[src/rtl/cta_pkg.sv]
`default_nettype none
package cta_pkg;
	localparam int TRACK_SLOTS = 16;
	localparam int SLOT_W = $clog2(TRACK_SLOTS);
	localparam int LIVE_W = $clog2(TRACK_SLOTS + 1);

	typedef enum logic [1:0] {
		ST_FRAME   = 2'd0,
		ST_MATCHED = 2'd1,
		ST_NEW     = 2'd2,
		ST_DROPPED = 2'd3
	} status_t;

	typedef enum logic [2:0] {
		REG_BELT_SPEED    = 3'd0,
		REG_CROSS_GATE    = 3'd1,
		REG_ALONG_GATE    = 3'd2,
		REG_EXIT_POSITION = 3'd3,
		REG_CONFIRM_HITS  = 3'd4
	} reg_idx_t;

	typedef enum logic [1:0] {
		FSM_IDLE,
		FSM_SCAN,
		FSM_OUT
	} fsm_t;

	typedef struct packed {
		logic signed [31:0] x;
		logic signed [31:0] y;
		logic        [31:0] t;
		logic        [7:0]  hits;
		logic               conf;
		logic               valid;
		logic               used;
	} track_t;

	// One detection being carried along the chain of cells.
	typedef struct packed {
		logic               active;
		logic               func;
		logic               found;
		logic signed [31:0] x;
		logic signed [31:0] y;
	} probe_t;

	typedef struct packed {
		logic [15:0]        belt_speed;
		logic [15:0]        cross_gate;
		logic [15:0]        along_gate;
		logic signed [31:0] exit_position;
		logic [7:0]         confirm_hits;
		logic [31:0]        frame_time;
	} cfg_t;

	typedef struct packed {
		logic        matched;
		logic        alloc;
		logic [7:0]  hits;
		logic        conf;
		logic        newly;
	} cell_rep_t;
endpackage
`default_nettype wire

[src/rtl/cta_cell.sv]
`default_nettype none
// One track slot; the probe is registered here. The first matching cell, or
// first free one in an allocation pass, claims it and marks it found below.
module cta_cell (
	input  wire logic            clk,
	input  wire logic            arst_n,
	input  wire logic            frame_clr,
	input  wire cta_pkg::cfg_t   cfg,
	input  wire cta_pkg::probe_t probe_in,
	input  wire logic            alloc_pass,
	output cta_pkg::probe_t      probe_out,
	output cta_pkg::cell_rep_t   rep,
	output logic                 valid
);
	cta_pkg::track_t trk_q;
	cta_pkg::probe_t probe_q;
	logic [31:0] elapsed;
	logic [47:0] prod;
	logic signed [49:0] dxe, dye;
	logic hit_y, hit_x, take_match, take_new;
	logic [7:0] hits_n;

	assign elapsed = cfg.frame_time - trk_q.t;
	assign prod = {32'd0, cfg.belt_speed} * {16'd0, elapsed};
	assign dye = 50'(probe_in.y) - 50'(trk_q.y);
	assign dxe = 50'(probe_in.x) - 50'(trk_q.x) - $signed({18'd0, prod[47:16]});
	assign hit_y = (dye >= -$signed({34'd0, cfg.cross_gate}))
		&& (dye <= $signed({34'd0, cfg.cross_gate}));
	assign hit_x = (dxe >= -$signed({34'd0, cfg.along_gate}))
		&& (dxe <= $signed({34'd0, cfg.along_gate}));
	assign take_match = probe_in.active && probe_in.func && !probe_in.found && !alloc_pass
		&& trk_q.valid && !trk_q.used && hit_y && hit_x;
	assign take_new = probe_in.active && probe_in.func && !probe_in.found && alloc_pass
		&& !trk_q.valid;
	assign hits_n = (trk_q.hits == 8'd255) ? trk_q.hits : trk_q.hits + 8'd1;

	always_ff @(posedge clk or negedge arst_n) begin
		if (!arst_n) begin
			trk_q.valid <= 1'b0;
			trk_q.used <= 1'b0;
			probe_q.active <= 1'b0;
		end else begin
			probe_q.active <= probe_in.active;
			probe_q.func <= probe_in.func;
			probe_q.found <= probe_in.found || take_match || take_new;
			probe_q.x <= probe_in.x;
			probe_q.y <= probe_in.y;
			if (frame_clr) begin
				trk_q.used <= 1'b0;
				if (trk_q.valid && trk_q.x > cfg.exit_position)
					trk_q.valid <= 1'b0;
			end else if (take_match) begin
				trk_q.used <= 1'b1;
				trk_q.x <= probe_in.x;
				trk_q.y <= probe_in.y;
				trk_q.t <= cfg.frame_time;
				trk_q.hits <= hits_n;
				if (!trk_q.conf && hits_n == cfg.confirm_hits)
					trk_q.conf <= 1'b1;
			end else if (take_new) begin
				trk_q.valid <= 1'b1;
				trk_q.used <= 1'b1;
				trk_q.x <= probe_in.x;
				trk_q.y <= probe_in.y;
				trk_q.t <= cfg.frame_time;
				trk_q.hits <= 8'd0;
				trk_q.conf <= 1'b0;
			end
		end
	end

	always_ff @(posedge clk) begin
		rep.matched <= take_match;
		rep.alloc <= take_new;
		rep.hits <= take_match ? hits_n : 8'd0;
		rep.conf <= take_match && (trk_q.conf || hits_n == cfg.confirm_hits);
		rep.newly <= take_match && !trk_q.conf && hits_n == cfg.confirm_hits;
	end

	assign probe_out = probe_q;
	assign valid = trk_q.valid;
endmodule
`default_nettype wire

[config.mk]
export PLATFORM = sky130hd
export DESIGN_NAME = cta_cell
export DESIGN_NICKNAME = d
export VERILOG_FILES = /design/src/rtl/cta_pkg.sv /design/src/rtl/cta_cell.sv
export SDC_FILE = /design/constraint.sdc
export NUM_CORES = 2
export LEC_CHECK = 0
export BUFFER_PORTS_ARGS = -buffer_cell sky130_fd_sc_hd__buf_2
export CAP_MARGIN = 25
export CORE_AREA = 5 5 274 276
export DETAILED_ROUTE_END_ITERATION = 16
export DIE_AREA = 0 0 279 281
export PLACE_DENSITY = 0.72
export SYNTH_ARGS = -nofsm -noshare
export SYNTH_HDL_FRONTEND = slang
export SYNTH_SLANG_ARGS = --single-unit
[constraint.sdc]
create_clock -name clk -period 28.9 [get_ports clk]
set_input_delay 0 -clock clk [delete_from_list [all_inputs] [get_ports clk]]
set_output_delay 0 -clock clk [all_outputs]
set_load 0.05 [all_outputs]
# Word-level counts from Yosys, hierarchy flattened
# Index checks and enable logic that the tools add are counted.
# classes
add_sub_neg,7
mul,1
magnitude_cmp,5
eq_ne,5
n_mux,8
bitwise,1
n_reduce_logical,30
# op_table
operator,n
$mux 107,1
$mux 105,1
$neg 16->50,2
$sub 32x32->33,2
$ge 33x50->1,1
$ge 34x50->1,1
$mul 16x32->48,1
$le 34x17->1,1
$sub 33x33->34,1
$le 33x17->1,1
$gt 32x32->1,1
$sub 32x32->32,1
$logic_and 1x1->1,16
$add 8x1->8 const B,1
$eq 8x8->1,1
$eq 8x8->1 const B,1
$mux 8,1
$reduce_and 3->1,2
$logic_not 1->1,5
$mux 1,4
$ne 2x1->1 const B,2
$reduce_and 4->1,1
$reduce_bool 2->1,2
$logic_or 1x1->1,3
4 further kinds,4
# totals
reg_bits,186

# Longest topological paths before layout
# depth
ltp_word,9
ltp_mapped,64

# Least setup slack after synthesis
# Ideal clock, no wire load.
# synth_path
path_type,register to register
from,register trk_q[11] (netlist name)
to,"register trk_q[100] (netlist name), enable pin"
arrival_ns,23.758
required_time_ns,28.052
path_slack_ns,4.294
path_stages_with_launch,60
period_less_slack_ns,24.606
path_cell_list,edfxtp_1 > ha_1 > fa_1 > nor2b_1 > o21ai_0 > a21boi_0 > o21a_1 > o41a_1 > a2111oi_0 > o311ai_0 > a31oi_1 > o21bai_1 > xor2_1 > buf_2 > nand2_1 > fa_1 > inv_1 > fa_1 > [... 24 more ...] > o21ai_0 > a21oi_1 > a211o_1 > a31oi_1 > o21ai_0 > xor2_1 > inv_1 > ha_1 > nand4_1 > or4_1 > nor2_1 > a2111oi_0 > a21o_1 > o311ai_0 > o211ai_1 > nor4_1 > a41oi_1 > o41ai_1
# synth_between
elab_chain_len,8
elab_cells_between_ends,9
classes_between,add/sub: 2; mul: 1; order compare: 2; reduce/logical: 4
# synth_rtl
item,line,rtl
from (decl),cta_cell.sv:15,cta_pkg::track_t trk_q;
$sub 32x32->32 *,cta_cell.sv:23,assign elapsed = cfg.frame_time - trk_q.t;
$mul 16x32->48 *,cta_cell.sv:24,"assign prod = {32'd0, cfg.belt_speed} * {16'd0, elapsed};"
$sub 33x33->34 *,cta_cell.sv:26,"assign dxe = 50'(probe_in.x) - 50'(trk_q.x) - $signed({18'd0, prod[47:16]});"
$ge 34x50->1 or $le 34x17->1 (tied branches),"cta_cell.sv:29, cta_cell.sv:30",
$logic_and 1x1->1 *,cta_cell.sv:30,"&& (dxe <= $signed({34'd0, cfg.along_gate}));"
$logic_and 1x1->1 *,cta_cell.sv:32,&& trk_q.valid && !trk_q.used && hit_y && hit_x;
$reduce_bool 2->1 (no source line) *,n/a,
$reduce_and 3->1 (no source line) *,n/a,
# Mark *: on every way between the ends. The rest lies on a longest branch, timed or not.
# A chain may end at the register's enable or synchronous reset.

# Final worst setup path
# layout_path
from,register trk_q[11] (netlist name)
to,"register trk_q[85] (netlist name), enable pin"
# Same word-level chain as after synthesis.

==> run_results.csv <==
group,metric,value,unit
detailed_routing,dr.pass1.iters,6,
logic_synthesis,synthArstFlopShare,1.61,%
timing,grt_setup_unrepaired,"no",
clock_network,ctsHtreeMaxLevel,4,
detailed_routing,drt_iter0_markers,1953,
critical_path,setup.worst_path.start_class,"flop",
clock_network,clk_path_buf_depth,2,
timing,maxSlewHeadroom,31.0,%
layout,final_cell_mix,"626 x inv_1, 451 x fa_1, 378 x ha_1",
logic_synthesis,yosysWarningCount,0,
detailed_routing,drtAntennaViolNets,0,
layout,multi_input_area,23900,um2
placement,routabilityCongestion,0.964,
timing,period_needed,17.11,ns
clock_network,cts_resized,0,
logic_synthesis,ys_ff_latch,186,
floorplan,initial_core_util,44.4,%
logic_synthesis,syn_avg_cell_area,9.27,um2
critical_path,path_class,"flop to flop",
critical_path,cp_common_cell,"fa_1",
clock_network,clk_latency,0.50,ns
floorplan,ios,271,
critical_path,cp_num_buf_inv,11,
timing,skew,0.0303,ns
clock_network,clock-sinks,186,
timing,setup_viol,0,
placement,dp_hpwl,71500,um
critical_path,critPathSlowestCell,"buf_4",
clock_network,cts-buffers-inserted,17,
critical_path,critPathTopFamily,"compound AO/OA/AOI/OAI gates",
timing,final.setup.tns,0,ns
layout,final-seq-area,5450,um2
detailed_routing,avgViaCountPerCell,5.43,
layout,nNetsFinal,4792,
layout,drive_above_1_share,10.0,%
logic_synthesis,ys.flop_type,"edfxtp_1",
detailed_routing,wl_per_cell,18.6,um
critical_path,critPathRequiredTime,29.01,ns
logic_synthesis,synthesis.instances,3464,
global_route,track_usage,22.8,%
critical_path,max_stage_delay,0.75,ns
timing,max_freq,0.0584,GHz
global_route,grt.met3_usage,4.63,%
clock_network,post-cts-setup-buffers,0,
clock_network,cts-root-buf,"clkbuf_16",
floorplan,coreArea,72300,um2
layout,final_common_cell,"inv_1",
global_route,busiest_layer,"met2",
global_route,grt_pass1_wl,143000,um
critical_path,critPathCaptureType,"flop",
floorplan,die_h,281,um
timing,drv_slew,0,
detailed_routing,vias,25800,
global_route,antenna_found_initial,14,
detailed_routing,postRouteWirelength,88500,um
floorplan,die_x,279,um
layout,fillers,6760,
global_route,grtUsageMet2,37.0,%
floorplan,rows,99,
clock_network,cts_tree,"done",
status,status,"finished clean",
clock_network,clk_pin_slew,0.08,ns
layout,area_growth,12.7,%
hold_path,hp-class,"input pin to flop",
timing,final.period_utilization,59.2,%
detailed_routing,drc_errors,0,
logic_synthesis,seq_area_frac_synth,17.0,%
timing,tightest_slew,1.03,ns
placement,portBuffers,270,
logic_synthesis,synth_area,32100,um2
timing,hold_violations,0,
global_route,grt_overflow,0,
global_route,met1_usage,30.7,%
floorplan,die_area,78400,um2
logic_synthesis,netlist-cell-type-count,83,
job,cap_violations,0,
logic_synthesis,synth_edf_count,171,
global_route,grt_start_max_net_pins,63,
critical_path,critPathMaxFanout,62,
logic_synthesis,syn_nets,4484,
critical_path,worstPathArrival,17.22,ns
global_route,grt_pass1_vias,26500,
[flip-flops by register name, summed over array words and instances, names as in the netlist]
register,count
valid,1
probe_out,67
trk_q,106
rep,12
[timing repair]
item	CTS	global route
setup endpoints to repair	0	0
hold buffers	102	0
endpoints found under the hold margin	176	0
[cell type report]
| class | instances | area share, % |
|---|---|---|
| antenna | 12 | 0.0830 |
| clock buffer | 17 | 1.18 |
| clock inverter | 15 | 0.484 |
| inverter | 626 | 6.49 |
| multi-input combinational | 2540 | 66.2 |
| sequential | 186 | 15.1 |
| tap | 959 | 3.32 |
| timing repair buffer | 401 | 7.21 |
[final timing paths]
kind | start | to | slack, ns | cells past startpoint
min | cfg[70] | valid$_DFFE_PN0P_ | 0.04 | 5
min reg2reg | trk_q[0]$_DFFE_PN0P_ | trk_q[0]$_DFFE_PN0P_ | 0.59 | 2
max in group asynchronous | arst_n | trk_q[0]$_DFFE_PN0P_ | 27.96 | 3
max reg2reg | trk_q[11]$_DFFE_PP_ | trk_q[85]$_DFFE_PP_ | 11.79 | 61
min in group asynchronous | arst_n | valid$_DFFE_PN0P_ | 0.38 | 3
max | trk_q[11]$_DFFE_PP_ | trk_q[85]$_DFFE_PP_ | 11.79 | 61
[cell usage after synthesis, drive strengths merged (28+ instances only)]
library cell,number,share of area [%]
inv,626,7.3
fa,451,28
ha,378,15
nand2,356,4.2
and2,253,4.9
edfxtp,171,16
a21oi,156,2.5
nor2,106,1.2
clkbuf,96,1.1
o21ai,96,1.5
xnor2,93,2.5
a21o,67,1.6
nand3,59,0.92
xor2,57,1.6
nand4,54,1.1
nor3,50,0.94
nor2b,43,0.84
nand2b,33,0.64
nor4,28,0.56
[cells by family (layout without fill, tap and decap cells)]
| logic type | Yosys count | count (layout) | synth area share [%] |
|---|---|---|---|
| muxes | 5 | 5 | 0.164 |
| other | 0 | 12 | 0 |
| and+or+nand+nor | 1053 | 1053 | 17.0 |
| xor gates and xnor gates | 150 | 150 | 4.09 |
| buffers and inverters | 738 | 1059 | 8.73 |
| adders and majority gates | 829 | 829 | 42.8 |
| AOI/OAI and AO/OA | 503 | 503 | 10.2 |
| DFF | 186 | 186 | 17.0 |
[per-layer routing]
layer | routed length, um | vias up
met4 | 2700 | 6
met2 | 41400 | 893
li1 | - | 12000
met3 | 7050 | 162
met1 | 37300 | 12800
met5 | 31 | -
[worst min-delay path: stages]
cell and delay (ns):
buf_2 0.10, inv_1 0.05, ha_1 0.16, or4b_2 0.12, o21ai_0 0.06
[per-stage QoR]
step	hold WS [ns]	area, um2	utilization [%]	instances	setup slack, ns
floorplan	-0.296	32100	-	3464	4.29
finish	0.0421	36200	50.0	4756	11.79
CTS	0.00460	36100	49.9	4742	11.85
global route	0.0352	36200	50.0	4755	10.43
detailed placement	0.130	34500	47.7	4608	11.90
global placement	0.124	34500	47.7	4608	12.42
Power is not shown: default switching activity piles up to over one toggle a cycle in this logic, so the estimate is an artifact.
