==> src/rtl/cta_pkg.sv <==
`default_nettype none
package cta_pkg;
	localparam int TRACK_SLOTS = 16;
	localparam int SLOT_W = $clog2(TRACK_SLOTS);
	localparam int LIVE_W = $clog2(TRACK_SLOTS + 1);

	typedef enum logic [1:0] {
		ST_FRAME   = 2'd0,
		ST_MATCHED = 2'd1,
		ST_NEW     = 2'd2,
		ST_DROPPED = 2'd3
	} status_t;

	typedef enum logic [2:0] {
		REG_BELT_SPEED    = 3'd0,
		REG_CROSS_GATE    = 3'd1,
		REG_ALONG_GATE    = 3'd2,
		REG_EXIT_POSITION = 3'd3,
		REG_CONFIRM_HITS  = 3'd4
	} reg_idx_t;

	typedef enum logic [1:0] {
		FSM_IDLE,
		FSM_SCAN,
		FSM_OUT
	} fsm_t;

	typedef struct packed {
		logic signed [31:0] x;
		logic signed [31:0] y;
		logic        [31:0] t;
		logic        [7:0]  hits;
		logic               conf;
		logic               valid;
		logic               used;
	} track_t;

	// One detection being carried along the chain of cells.
	typedef struct packed {
		logic               active;
		logic               func;
		logic               found;
		logic signed [31:0] x;
		logic signed [31:0] y;
	} probe_t;

	typedef struct packed {
		logic [15:0]        belt_speed;
		logic [15:0]        cross_gate;
		logic [15:0]        along_gate;
		logic signed [31:0] exit_position;
		logic [7:0]         confirm_hits;
		logic [31:0]        frame_time;
	} cfg_t;

	typedef struct packed {
		logic        matched;
		logic        alloc;
		logic [7:0]  hits;
		logic        conf;
		logic        newly;
	} cell_rep_t;
endpackage
`default_nettype wire

==> src/rtl/cta_if.sv <==
`default_nettype none
interface cta_in_if;
	logic               valid;
	logic               ready;
	logic               func;
	logic [31:0]        frame_time;
	logic signed [31:0] det_x;
	logic signed [31:0] det_y;
	modport source (output valid, func, frame_time, det_x, det_y, input ready);
	modport sink (input valid, func, frame_time, det_x, det_y, output ready);
endinterface

interface cta_out_if;
	logic       valid;
	logic       ready;
	logic [1:0] status;
	logic [3:0] slot;
	logic [7:0] hits;
	logic       confirmed;
	logic       newly_confirmed;
	logic [4:0] live_tracks;
	modport source (output valid, status, slot, hits, confirmed, newly_confirmed, live_tracks,
		input ready);
	modport sink (input valid, status, slot, hits, confirmed, newly_confirmed, live_tracks,
		output ready);
endinterface
`default_nettype wire

==> src/rtl/cta_ctrl.sv <==
`default_nettype none
// Sequencer: for a detection runs a match pass down the chain and, if
// none matched, an allocation pass; gathers the report, also for frames.
module cta_ctrl (
	input  wire logic                                clk,
	input  wire logic                                arst_n,
	cta_in_if.sink                                   din,
	cta_out_if.source                                dout,
	output cta_pkg::probe_t                          probe,
	output logic                                     alloc_pass,
	output logic                                     frame_clr,
	output logic [31:0]                              frame_time,
	input  wire cta_pkg::probe_t                     tail,
	input  wire cta_pkg::cell_rep_t [cta_pkg::TRACK_SLOTS-1:0] reps,
	input  wire logic [cta_pkg::TRACK_SLOTS-1:0]     valids
);
	localparam int CNT_W = $clog2(cta_pkg::TRACK_SLOTS + 2);
	cta_pkg::fsm_t state_q, state_d;
	logic [CNT_W-1:0] cnt_q;
	logic alloc_q, func_q;
	logic signed [31:0] x_q, y_q;
	logic [31:0] ftime_q;
	logic [1:0] status_q;
	logic [cta_pkg::SLOT_W-1:0] slot_q;
	logic [7:0] hits_q;
	logic conf_q, newly_q, ovalid_q;
	logic [cta_pkg::LIVE_W-1:0] live;
	logic [cta_pkg::LIVE_W-1:0] live_acc;
	logic [cta_pkg::TRACK_SLOTS-1:0] claims;
	logic launch, pass_done;

	always_comb begin
		live_acc = '0;
		for (int i = 0; i < cta_pkg::TRACK_SLOTS; i++)
			live_acc = live_acc + cta_pkg::LIVE_W'(valids[i]);
		live = live_acc;
	end

	always_comb begin
		for (int i = 0; i < cta_pkg::TRACK_SLOTS; i++)
			claims[i] = reps[i].matched || reps[i].alloc;
	end

	assign din.ready = (state_q == cta_pkg::FSM_IDLE) && !ovalid_q;
	assign launch = state_q == cta_pkg::FSM_SCAN && cnt_q == '0;
	assign pass_done = cnt_q == CNT_W'(cta_pkg::TRACK_SLOTS);
	assign probe.active = launch;
	assign probe.func = func_q;
	assign probe.found = 1'b0;
	assign probe.x = x_q;
	assign probe.y = y_q;
	assign alloc_pass = alloc_q;
	assign frame_clr = din.valid && din.ready && !din.func;
	assign frame_time = ftime_q;

	always_ff @(posedge clk or negedge arst_n) begin
		if (!arst_n)
			state_q <= cta_pkg::FSM_IDLE;
		else
			state_q <= state_d;
	end

	always_comb begin
		state_d = state_q;
		unique case (state_q)
			cta_pkg::FSM_IDLE: begin
				if (din.valid && din.ready)
					state_d = din.func ? cta_pkg::FSM_SCAN : cta_pkg::FSM_OUT;
			end
			cta_pkg::FSM_SCAN: begin
				if (pass_done && (tail.found || alloc_q))
					state_d = cta_pkg::FSM_OUT;
			end
			cta_pkg::FSM_OUT: state_d = cta_pkg::FSM_IDLE;
			default: state_d = cta_pkg::FSM_IDLE;
		endcase
	end

	always_ff @(posedge clk or negedge arst_n) begin
		if (!arst_n) begin
			cnt_q <= '0;
			alloc_q <= 1'b0;
			ovalid_q <= 1'b0;
			ftime_q <= '0;
			func_q <= 1'b0;
		end else begin
			if (dout.valid && dout.ready)
				ovalid_q <= 1'b0;
			if (state_q == cta_pkg::FSM_IDLE && din.valid && din.ready) begin
				func_q <= din.func;
				x_q <= din.det_x;
				y_q <= din.det_y;
				cnt_q <= '0;
				alloc_q <= 1'b0;
				status_q <= cta_pkg::ST_FRAME;
				slot_q <= '0;
				hits_q <= '0;
				conf_q <= 1'b0;
				newly_q <= 1'b0;
				if (!din.func)
					ftime_q <= din.frame_time;
			end
			if (state_q == cta_pkg::FSM_SCAN) begin
				for (int i = 0; i < cta_pkg::TRACK_SLOTS; i++) begin
					if (reps[i].matched || reps[i].alloc) begin
						slot_q <= cta_pkg::SLOT_W'(i);
						hits_q <= reps[i].hits;
						conf_q <= reps[i].conf;
						newly_q <= reps[i].newly;
						status_q <= reps[i].matched ? cta_pkg::ST_MATCHED : cta_pkg::ST_NEW;
					end
				end
				if (pass_done) begin
					cnt_q <= '0;
					if (!tail.found && alloc_q)
						status_q <= cta_pkg::ST_DROPPED;
					alloc_q <= !tail.found;
				end else begin
					cnt_q <= cnt_q + CNT_W'(1);
				end
			end
			if (state_q == cta_pkg::FSM_OUT)
				ovalid_q <= 1'b1;
		end
	end

	assign dout.valid = ovalid_q;
	assign dout.status = status_q;
	assign dout.slot = 4'(slot_q);
	assign dout.hits = hits_q;
	assign dout.confirmed = conf_q;
	assign dout.newly_confirmed = newly_q;
	assign dout.live_tracks = 5'(live);

	a_one_claim: assert property (@(posedge clk) disable iff (!arst_n)
		$onehot0(claims)) else $error("claims");
	a_no_accept_busy: assert property (@(posedge clk) disable iff (!arst_n)
		state_q != cta_pkg::FSM_IDLE |-> !din.ready) else $error("accept while busy");
	a_out_hold: assert property (@(posedge clk) disable iff (!arst_n)
		dout.valid && !dout.ready |=> dout.valid) else $error("result lost");
endmodule
`default_nettype wire

==> src/flat_wrapper.sv <==
// flat-port wrapper written by rule: the top's interface ports become plain ports
module cta_ctrl_flat 
  (clk, arst_n, probe, alloc_pass, frame_clr, frame_time, tail, reps, valids, din_valid, din_func, din_frame_time, din_det_x, din_det_y, din_ready, dout_valid, dout_status, dout_slot, dout_hits, dout_confirmed, dout_newly_confirmed, dout_live_tracks, dout_ready);
  cta_in_if din_i ();
  cta_out_if dout_i ();
  input  wire logic clk;
  input  wire logic arst_n;
  output cta_pkg::probe_t probe;
  output logic alloc_pass;
  output logic frame_clr;
  output logic [31:0] frame_time;
  input  wire cta_pkg::probe_t tail;
  input  wire cta_pkg::cell_rep_t [cta_pkg::TRACK_SLOTS-1:0] reps;
  input  wire logic [cta_pkg::TRACK_SLOTS-1:0] valids;
  input wire logic [$bits(din_i.valid)-1:0] din_valid;
  input wire logic [$bits(din_i.func)-1:0] din_func;
  input wire logic [$bits(din_i.frame_time)-1:0] din_frame_time;
  input wire logic [$bits(din_i.det_x)-1:0] din_det_x;
  input wire logic [$bits(din_i.det_y)-1:0] din_det_y;
  output wire logic [$bits(din_i.ready)-1:0] din_ready;
  output wire logic [$bits(dout_i.valid)-1:0] dout_valid;
  output wire logic [$bits(dout_i.status)-1:0] dout_status;
  output wire logic [$bits(dout_i.slot)-1:0] dout_slot;
  output wire logic [$bits(dout_i.hits)-1:0] dout_hits;
  output wire logic [$bits(dout_i.confirmed)-1:0] dout_confirmed;
  output wire logic [$bits(dout_i.newly_confirmed)-1:0] dout_newly_confirmed;
  output wire logic [$bits(dout_i.live_tracks)-1:0] dout_live_tracks;
  input wire logic [$bits(dout_i.ready)-1:0] dout_ready;
  assign din_i.valid = din_valid;
  assign din_i.func = din_func;
  assign din_i.frame_time = din_frame_time;
  assign din_i.det_x = din_det_x;
  assign din_i.det_y = din_det_y;
  assign din_ready = din_i.ready;
  assign dout_valid = dout_i.valid;
  assign dout_status = dout_i.status;
  assign dout_slot = dout_i.slot;
  assign dout_hits = dout_i.hits;
  assign dout_confirmed = dout_i.confirmed;
  assign dout_newly_confirmed = dout_i.newly_confirmed;
  assign dout_live_tracks = dout_i.live_tracks;
  assign dout_i.ready = dout_ready;
  cta_ctrl u_core (.clk(clk), .arst_n(arst_n), .din(din_i), .dout(dout_i), .probe(probe), .alloc_pass(alloc_pass), .frame_clr(frame_clr), .frame_time(frame_time), .tail(tail), .reps(reps), .valids(valids));
endmodule
==> config.mk <==
export PLATFORM = sky130hd
export DESIGN_NAME = cta_ctrl_flat
export DESIGN_NICKNAME = d
export VERILOG_FILES = /design/src/rtl/cta_pkg.sv /design/src/rtl/cta_if.sv /design/src/rtl/cta_ctrl.sv /design/src/flat_wrapper.sv
export SDC_FILE = /design/constraint.sdc
export NUM_CORES = 1
export LEC_CHECK = 0
export BUFFER_PORTS_ARGS = -buffer_cell sky130_fd_sc_hd__buf_2
export CORE_AREA = 4 4 194 196
export CTS_CLUSTER_DIAMETER = 40
export CTS_CLUSTER_SIZE = 16
export DETAILED_ROUTE_END_ITERATION = 7
export DIE_AREA = 0 0 198 200
export GPL_TIMING_DRIVEN = 0
export SLEW_MARGIN = 20
export SYNTH_ARGS = -nofsm -noshare
export SYNTH_HDL_FRONTEND = slang
export SYNTH_SLANG_ARGS = --single-unit
==> constraint.sdc <==
create_clock -name clk -period 5.1 [get_ports clk]
set_clock_uncertainty 0.05 [all_clocks]
set_input_delay 1.02 -clock clk [delete_from_list [all_inputs] [get_ports clk]]
set_output_delay 1.02 -clock clk [all_outputs]
set_load 0.05 [all_outputs]
# Word-level counts from Yosys, hierarchy flattened
# Index checks and enable logic that the tools add are counted.
word_totals:
  reg_bits: 122
  input_bits: 376
  output_inout_bits: 124
  elab_cells: 191
op_classes:
  addsub: 16
  eq_ne: 5
  n_mux: 120
  bitwise: 1
  n_reduce_logical: 36
ops:
  columns: ["cell", "count"]
  rows:
  - ["two-way mux 8 bit", 18]
  - ["two-way mux 2 bit", 39]
  - ["two-way mux 4 bit", 18]
  - ["adder 5 x 1 -> 5 bit", 14]
  - ["two-way mux 1 bit", 41]
  - ["logical OR 1 bit", 17]
  - ["two-way mux 5 bit", 3]
  - ["logical AND 1 bit", 9]
  - ["AND reduction 2 bit", 3]
  - ["adder 5 x 1 -> 5 bit (second input constant)", 1]
  - ["equality test 5 bit (second input constant)", 1]
  - ["logical NOT 5 bit", 1]
  - ["!= test 2 bit (second input constant)", 2]
  - ["one-hot mux 2 bit (2 select lines)", 1]
  - ["nonzero test 2 bit", 2]
  - ["logical NOT 1 bit", 3]
  - ["adder 1 x 1 -> 2 bit", 1]
  - ["equality test 2 x 1 -> 1 bit (second input constant)", 1]
  - ["equality test 2 bit (second input constant)", 1]
  - ["logical NOT 2 bit", 1]
  - ["NOT 1 bit", 1]

# Depth between registers and ports, before layout
logic_depth:
  ltp_word: 23
  ltp_mapped: 13
  ltp_nobuf: 13

# Worst setup path after synthesis
# No wires, ideal clock.
synth_timing:
  path_kind: "in2out"
  startpoint: "input port valids[0] in the netlist's numbering"
  endpoint: "output port dout_live_tracks[2]"
  arrival_ns: 4.835
  t_required_ns: 4.030
  setup_slack_ns: -0.805
  path_stages: 10
  n_path_buf: 0
  cell_sequence: "ha_1 > inv_1 > fa_1 > fa_1 > fa_1 > fa_1 > inv_1 > fa_1 > fa_1 > xor2_1"
synth_via:
  elab_chain_cells: 15
synth_lines:
  columns: ["item", "line_no", "source"]
  rows:
  - ["start, declared", "flat_wrapper.sv:14", "input wire logic [cta_pkg::TRACK_SLOTS-1:0] valids;"]
  - ["adder 1 x 1 -> 2 bit", "cta_ctrl.sv:35", "live_acc = live_acc + cta_pkg::LIVE_W'(valids[i]);"]
  - ["adder 5 x 1 -> 5 bit (14 in a row)", "cta_ctrl.sv:35", null]
  - ["end, declared", "flat_wrapper.sv:27", "output wire logic [$bits(dout_i.live_tracks)-1:0] dout_live_tracks;"]
# No other way between the ends.

# Worst setup path in the final report
layout_timing:
  startpoint: "input port valids[1] in the netlist's numbering"
  endpoint: "output port dout_live_tracks[4]"
# Same word-level chain as after synthesis.

==> results by stage <==
Clock tree:
- The number of setup buffers added after CTS is 0.
- CTS placed an instance of clkbuf_16 at the clock tree root.
- TritonCTS built the clock tree.
- No sink is reached through more buffers than the 2 on the longest clock path.
- Clock tree synthesis inserted a total of 17 buffers.
- After clock tree synthesis, the clock-pin slew on the worst setup and hold paths is ~0.060 ns.
- The hold buffer count at cts is 0.
- The clock tree synthesis step divided the H-tree into 4 levels.
- The clock insertion delay at the later pin of the skew report is 0.41 ns.
- The sink count of the clock tree is between 100 and 150.

Logic synthesis:
- During synthesis, Yosys emitted a total of 0 warnings.
- For this run, asynchronously set or reset flops after synthesis account for 0.344.
- The flip-flop and latch count after synthesis is between 100 and 150.
- Counting every instance in the synthesized netlist gives roughly 700.
- The number of different library cells used by synthesis comes to 54.
- The number of nets produced by synthesis is between 1,000 and 1,500.
- In the post-synthesis netlist, the cell with the most instances is edfxtp_1.
- Summed over all instances, the cell type with the most area after synthesis is edfxtp_1.
- The synthesized design contains 80 enable-type register cells.
- The most used flip-flop cell after synthesis is edfxtp_1.
- The proportion of synthesized chip area in sequential cells is 0.490.
- The average instance area after synthesis is ~10 sq um.
- In this run the cell area of the synthesized design comes to roughly 7000 sq um.
- By area the synthesized netlist is led by edfxtp_1 34%, dfrtp_1 15%, mux2_2 5.1%.
- The commonest cells after synthesis are 80 x edfxtp_1, 62 x a21oi_1, 62 x nor2_1.
- Of the post-synthesis cell area, the dominant cell type holds 0.341.

Critical path:
- The endpoint of the worst-slack reg-to-reg timing path is u_core.dout.hits[3]$_DFFE_PP_.
- The kind of critical path is in2out.
- The start of the worst register-to-register path is u_core.state_q[1]$_DFFE_PN0P_.
- The peak per-stage delay on the critical path is between 0.5 and 0.6 ns.
- At the worst endpoint, the required time is slightly above 4 ns.
- The cell family contributing the most delay on the critical path is adder cells.
- The standard cell with the maximum stage delay on the critical path is fa_1.
- The highest net fanout along the worst path is 2.
- Counting buffers and inverters, the worst setup path is 13 cells deep.
- The endpoint class of the critical path is a primary output.
- The kind of launch point of the worst setup path is a primary input.
- The critical path data arrival time is around 4.5 ns.
- The worst-case reg-to-reg path depth is 7.
- Counting stages on the worst path, the most repeated cell is fa_1.
- The critical path goes through buf_8 -> ha_4 -> inv_2 -> fa_1 -> fa_1 -> fa_1 -> fa_1 -> inv_1 -> fa_2 -> fa_2 -> a21oi_2 -> nor2b_2 -> buf_6.
- The reg-to-reg setup timing slack is 2.35 ns.
- The number of buffers and inverters on the critical path is 4.

Floorplanning:
- In this run the count of I/O pins placed on the die edge is 500.
- The floorplan step set the die width to 198 um.
- The core region is about 36,000 sq um.
- The die is around 200 um tall.
- The row count is 70.
- The die covers 39,600 sq um.
- The initial utilization of the core area, before any placement, comes to 0.195.

Finish:
- In the final layout, the share of cells above drive strength 1 is 0.455.
- The final net count is 1,542.
- The area growth from synthesis to layout is 49.1%.
- The total non-filler cell area in the finished layout is roughly 11,000 sq um.

Timing:
- The final-report max-slew violation count is 0.
- The total setup violations reported at the end of the flow is 5.
- The post-route clock period utilization is 1.10.
- The worst path setup slack after routing is -0.488 ns.
- The final hold violation count is 0.
- Headroom to the max-slew limit came out at 0.291.
- The time the final worst path needs with I/O delays and setup is roughly 5.6 ns.
- Setup repair after global routing could not meet its margin everywhere.
- The maximum clock rate is ~0.18 GHz.
- The sum of negative setup slack is -1.70 ns.
- At the pin with the least slew margin, the transition time is ~1.1 ns.

Route:
- The final wirelength is between 30,000 and 40,000 um.
- In the routed layout, each cell is associated on average with a via count of ~4.7.
- The routed layout has about 7,700 vias.
- The number of violations reported at the end of detailed-routing iteration 0 is around 420.
- The number of optimization iterations in the first detailed-route pass is 5.
- The average wire per standard cell is 21.7 um.
- The detail route stage leaves a number of antenna-violating nets equal to 0.
- The DRC violation count after routing is 0.

Place:
- At the placement stage, the worst setup path has a slack of -0.646 ns.
- After legalization and detailed placement, the total HPWL measured between 30,000 and 40,000 um.
- The global placement routability congestion is between 0.8 and 0.9.
- Summing all placed instances gives a cell area of approximately 9900 sq um.
- The number of port buffers is roughly 430.

Flow run:
- The max capacitance violation total is 0.

Global routing:
- The total routing usage reported by global routing is 0.169.
- The number of global-route vias before repair is 8,032.
- The number of antenna violations at the first check in global routing came to 7.
- The first-pass GRT wire length is roughly 49,000 um.
- Summed over all layers, the global routing overflow is 0.
- Entering global routing, the biggest net connects 60 pins.

Power and ir drop:
- The static leakage is around 4.5 nW.
- For this design the ratio of total power to cell area is ~500 nW/um^2.
- VDD sags by at most around 0.00048 V.
- Overall power consumption after layout is estimated at between 5 and 6 mW.

Hold path:
- The worst hold path belongs to the class reg2reg.
- The startpoint identified for the worst hold timing path is u_core.frame_time[17]$_DFFE_PN0P_.
- The worst hold path stage count is 1.
- The destination of the worst hold path is u_core.frame_time[17]$_DFFE_PN0P_.

Run status:
- The flow ran to the end, but the final reports show violations.
- The checks that failed: negative setup slack.
[how the worst max path moves through the flow]
stage               startpoint                  end  slack (ns)
global route         valids[1]  dout_live_tracks[4]       -0.57
detailed placement   valids[1]  dout_live_tracks[4]       -0.65
global placement     valids[1]  dout_live_tracks[4]       -0.61
finish               valids[1]  dout_live_tracks[4]       -0.49
floorplan            valids[1]  dout_live_tracks[2]       -0.26
CTS                  valids[1]  dout_live_tracks[4]       -0.51
[kinds of logic after synthesis]
family | count (synthesis) | share of synthesized area
flip-flops | 122 | 0.490
other | 1 | 0.000532
adder cells (fa/ha/maj) | 17 | 0.0408
AO/OA/AOI/OAI | 244 | 0.231
XOR/XNOR | 3 | 0.00373
AND/OR/NAND/NOR | 198 | 0.135
multiplexers | 32 | 0.0511
buffers and inverters | 80 | 0.0478
[flip-flops by register name, summed over array words and instances (netlist names), 2 cells and up]
register and cells:
u_core.frame_time 32, u_core.x_q 32, u_core.y_q 32, u_core.dout.hits 8, u_core.cnt_q 5, u_core.dout.slot 4
u_core.dout.status 2, u_core.state_q 2
[stage by stage]
step | hold WS [ns] | std cells | util
CTS | 0.454 | 1630 | 0.291
global route | 0.477 | 1635 | 0.291
detailed placement | 0.440 | 1598 | 0.274
global placement | 0.418 | 1597 | 0.273
floorplan | 0.397 | 697 | -
finish | 0.450 | 1635 | 0.291
[layer usage]
metal	wire length, um	GRT usage
met1	13300	0.190
met2	18600	0.313
met3	2730	0.0423
met4	885	0.0589
met5	20	0
[final cells by class]
class | count | area [sq um]
fill | 3806 | 25600
sequential | 122 | 3450
timing repair buffer | 433 | 2240
tap | 468 | 586
buffer | 52 | 231
inverter | 28 | 105
multi-input combinational | 495 | 3340
antenna | 5 | 12.5
clock buffer | 18 | 429
clock inverter | 14 | 115
[layout by cell type (no fill, tap or decap), types with 13 or more instances in the layout]
cell type	count
a21oi_1	60
a31oi_1	21
buf_2	426
clkbuf_1	39
clkbuf_16	17
dfrtp_1	42
edfxtp_1	80
inv_1	27
mux2_2	32
nand2_1	35
nand3_1	33
nor2_1	62
nor3_1	25
o21a_1	22
o21ai_0	36
o221ai_1	20
o22ai_1	21
o31ai_1	13
[power breakdown]
group          switching [mW]  internal [mW]  leakage, nW  total [mW]
logic                    1.87          0.773         2.98        2.64
registers               0.163           1.37         1.25        1.53
clock network           0.494          0.632        0.258        1.13
[what timing repair did]
action | CTS | global route
gates resized for setup | 15 | 0
pin swaps | 1 | 3
cloned | 0 | 0
endpoints found under the setup margin | 5 | 5
(Power assumes the default switching activity.)
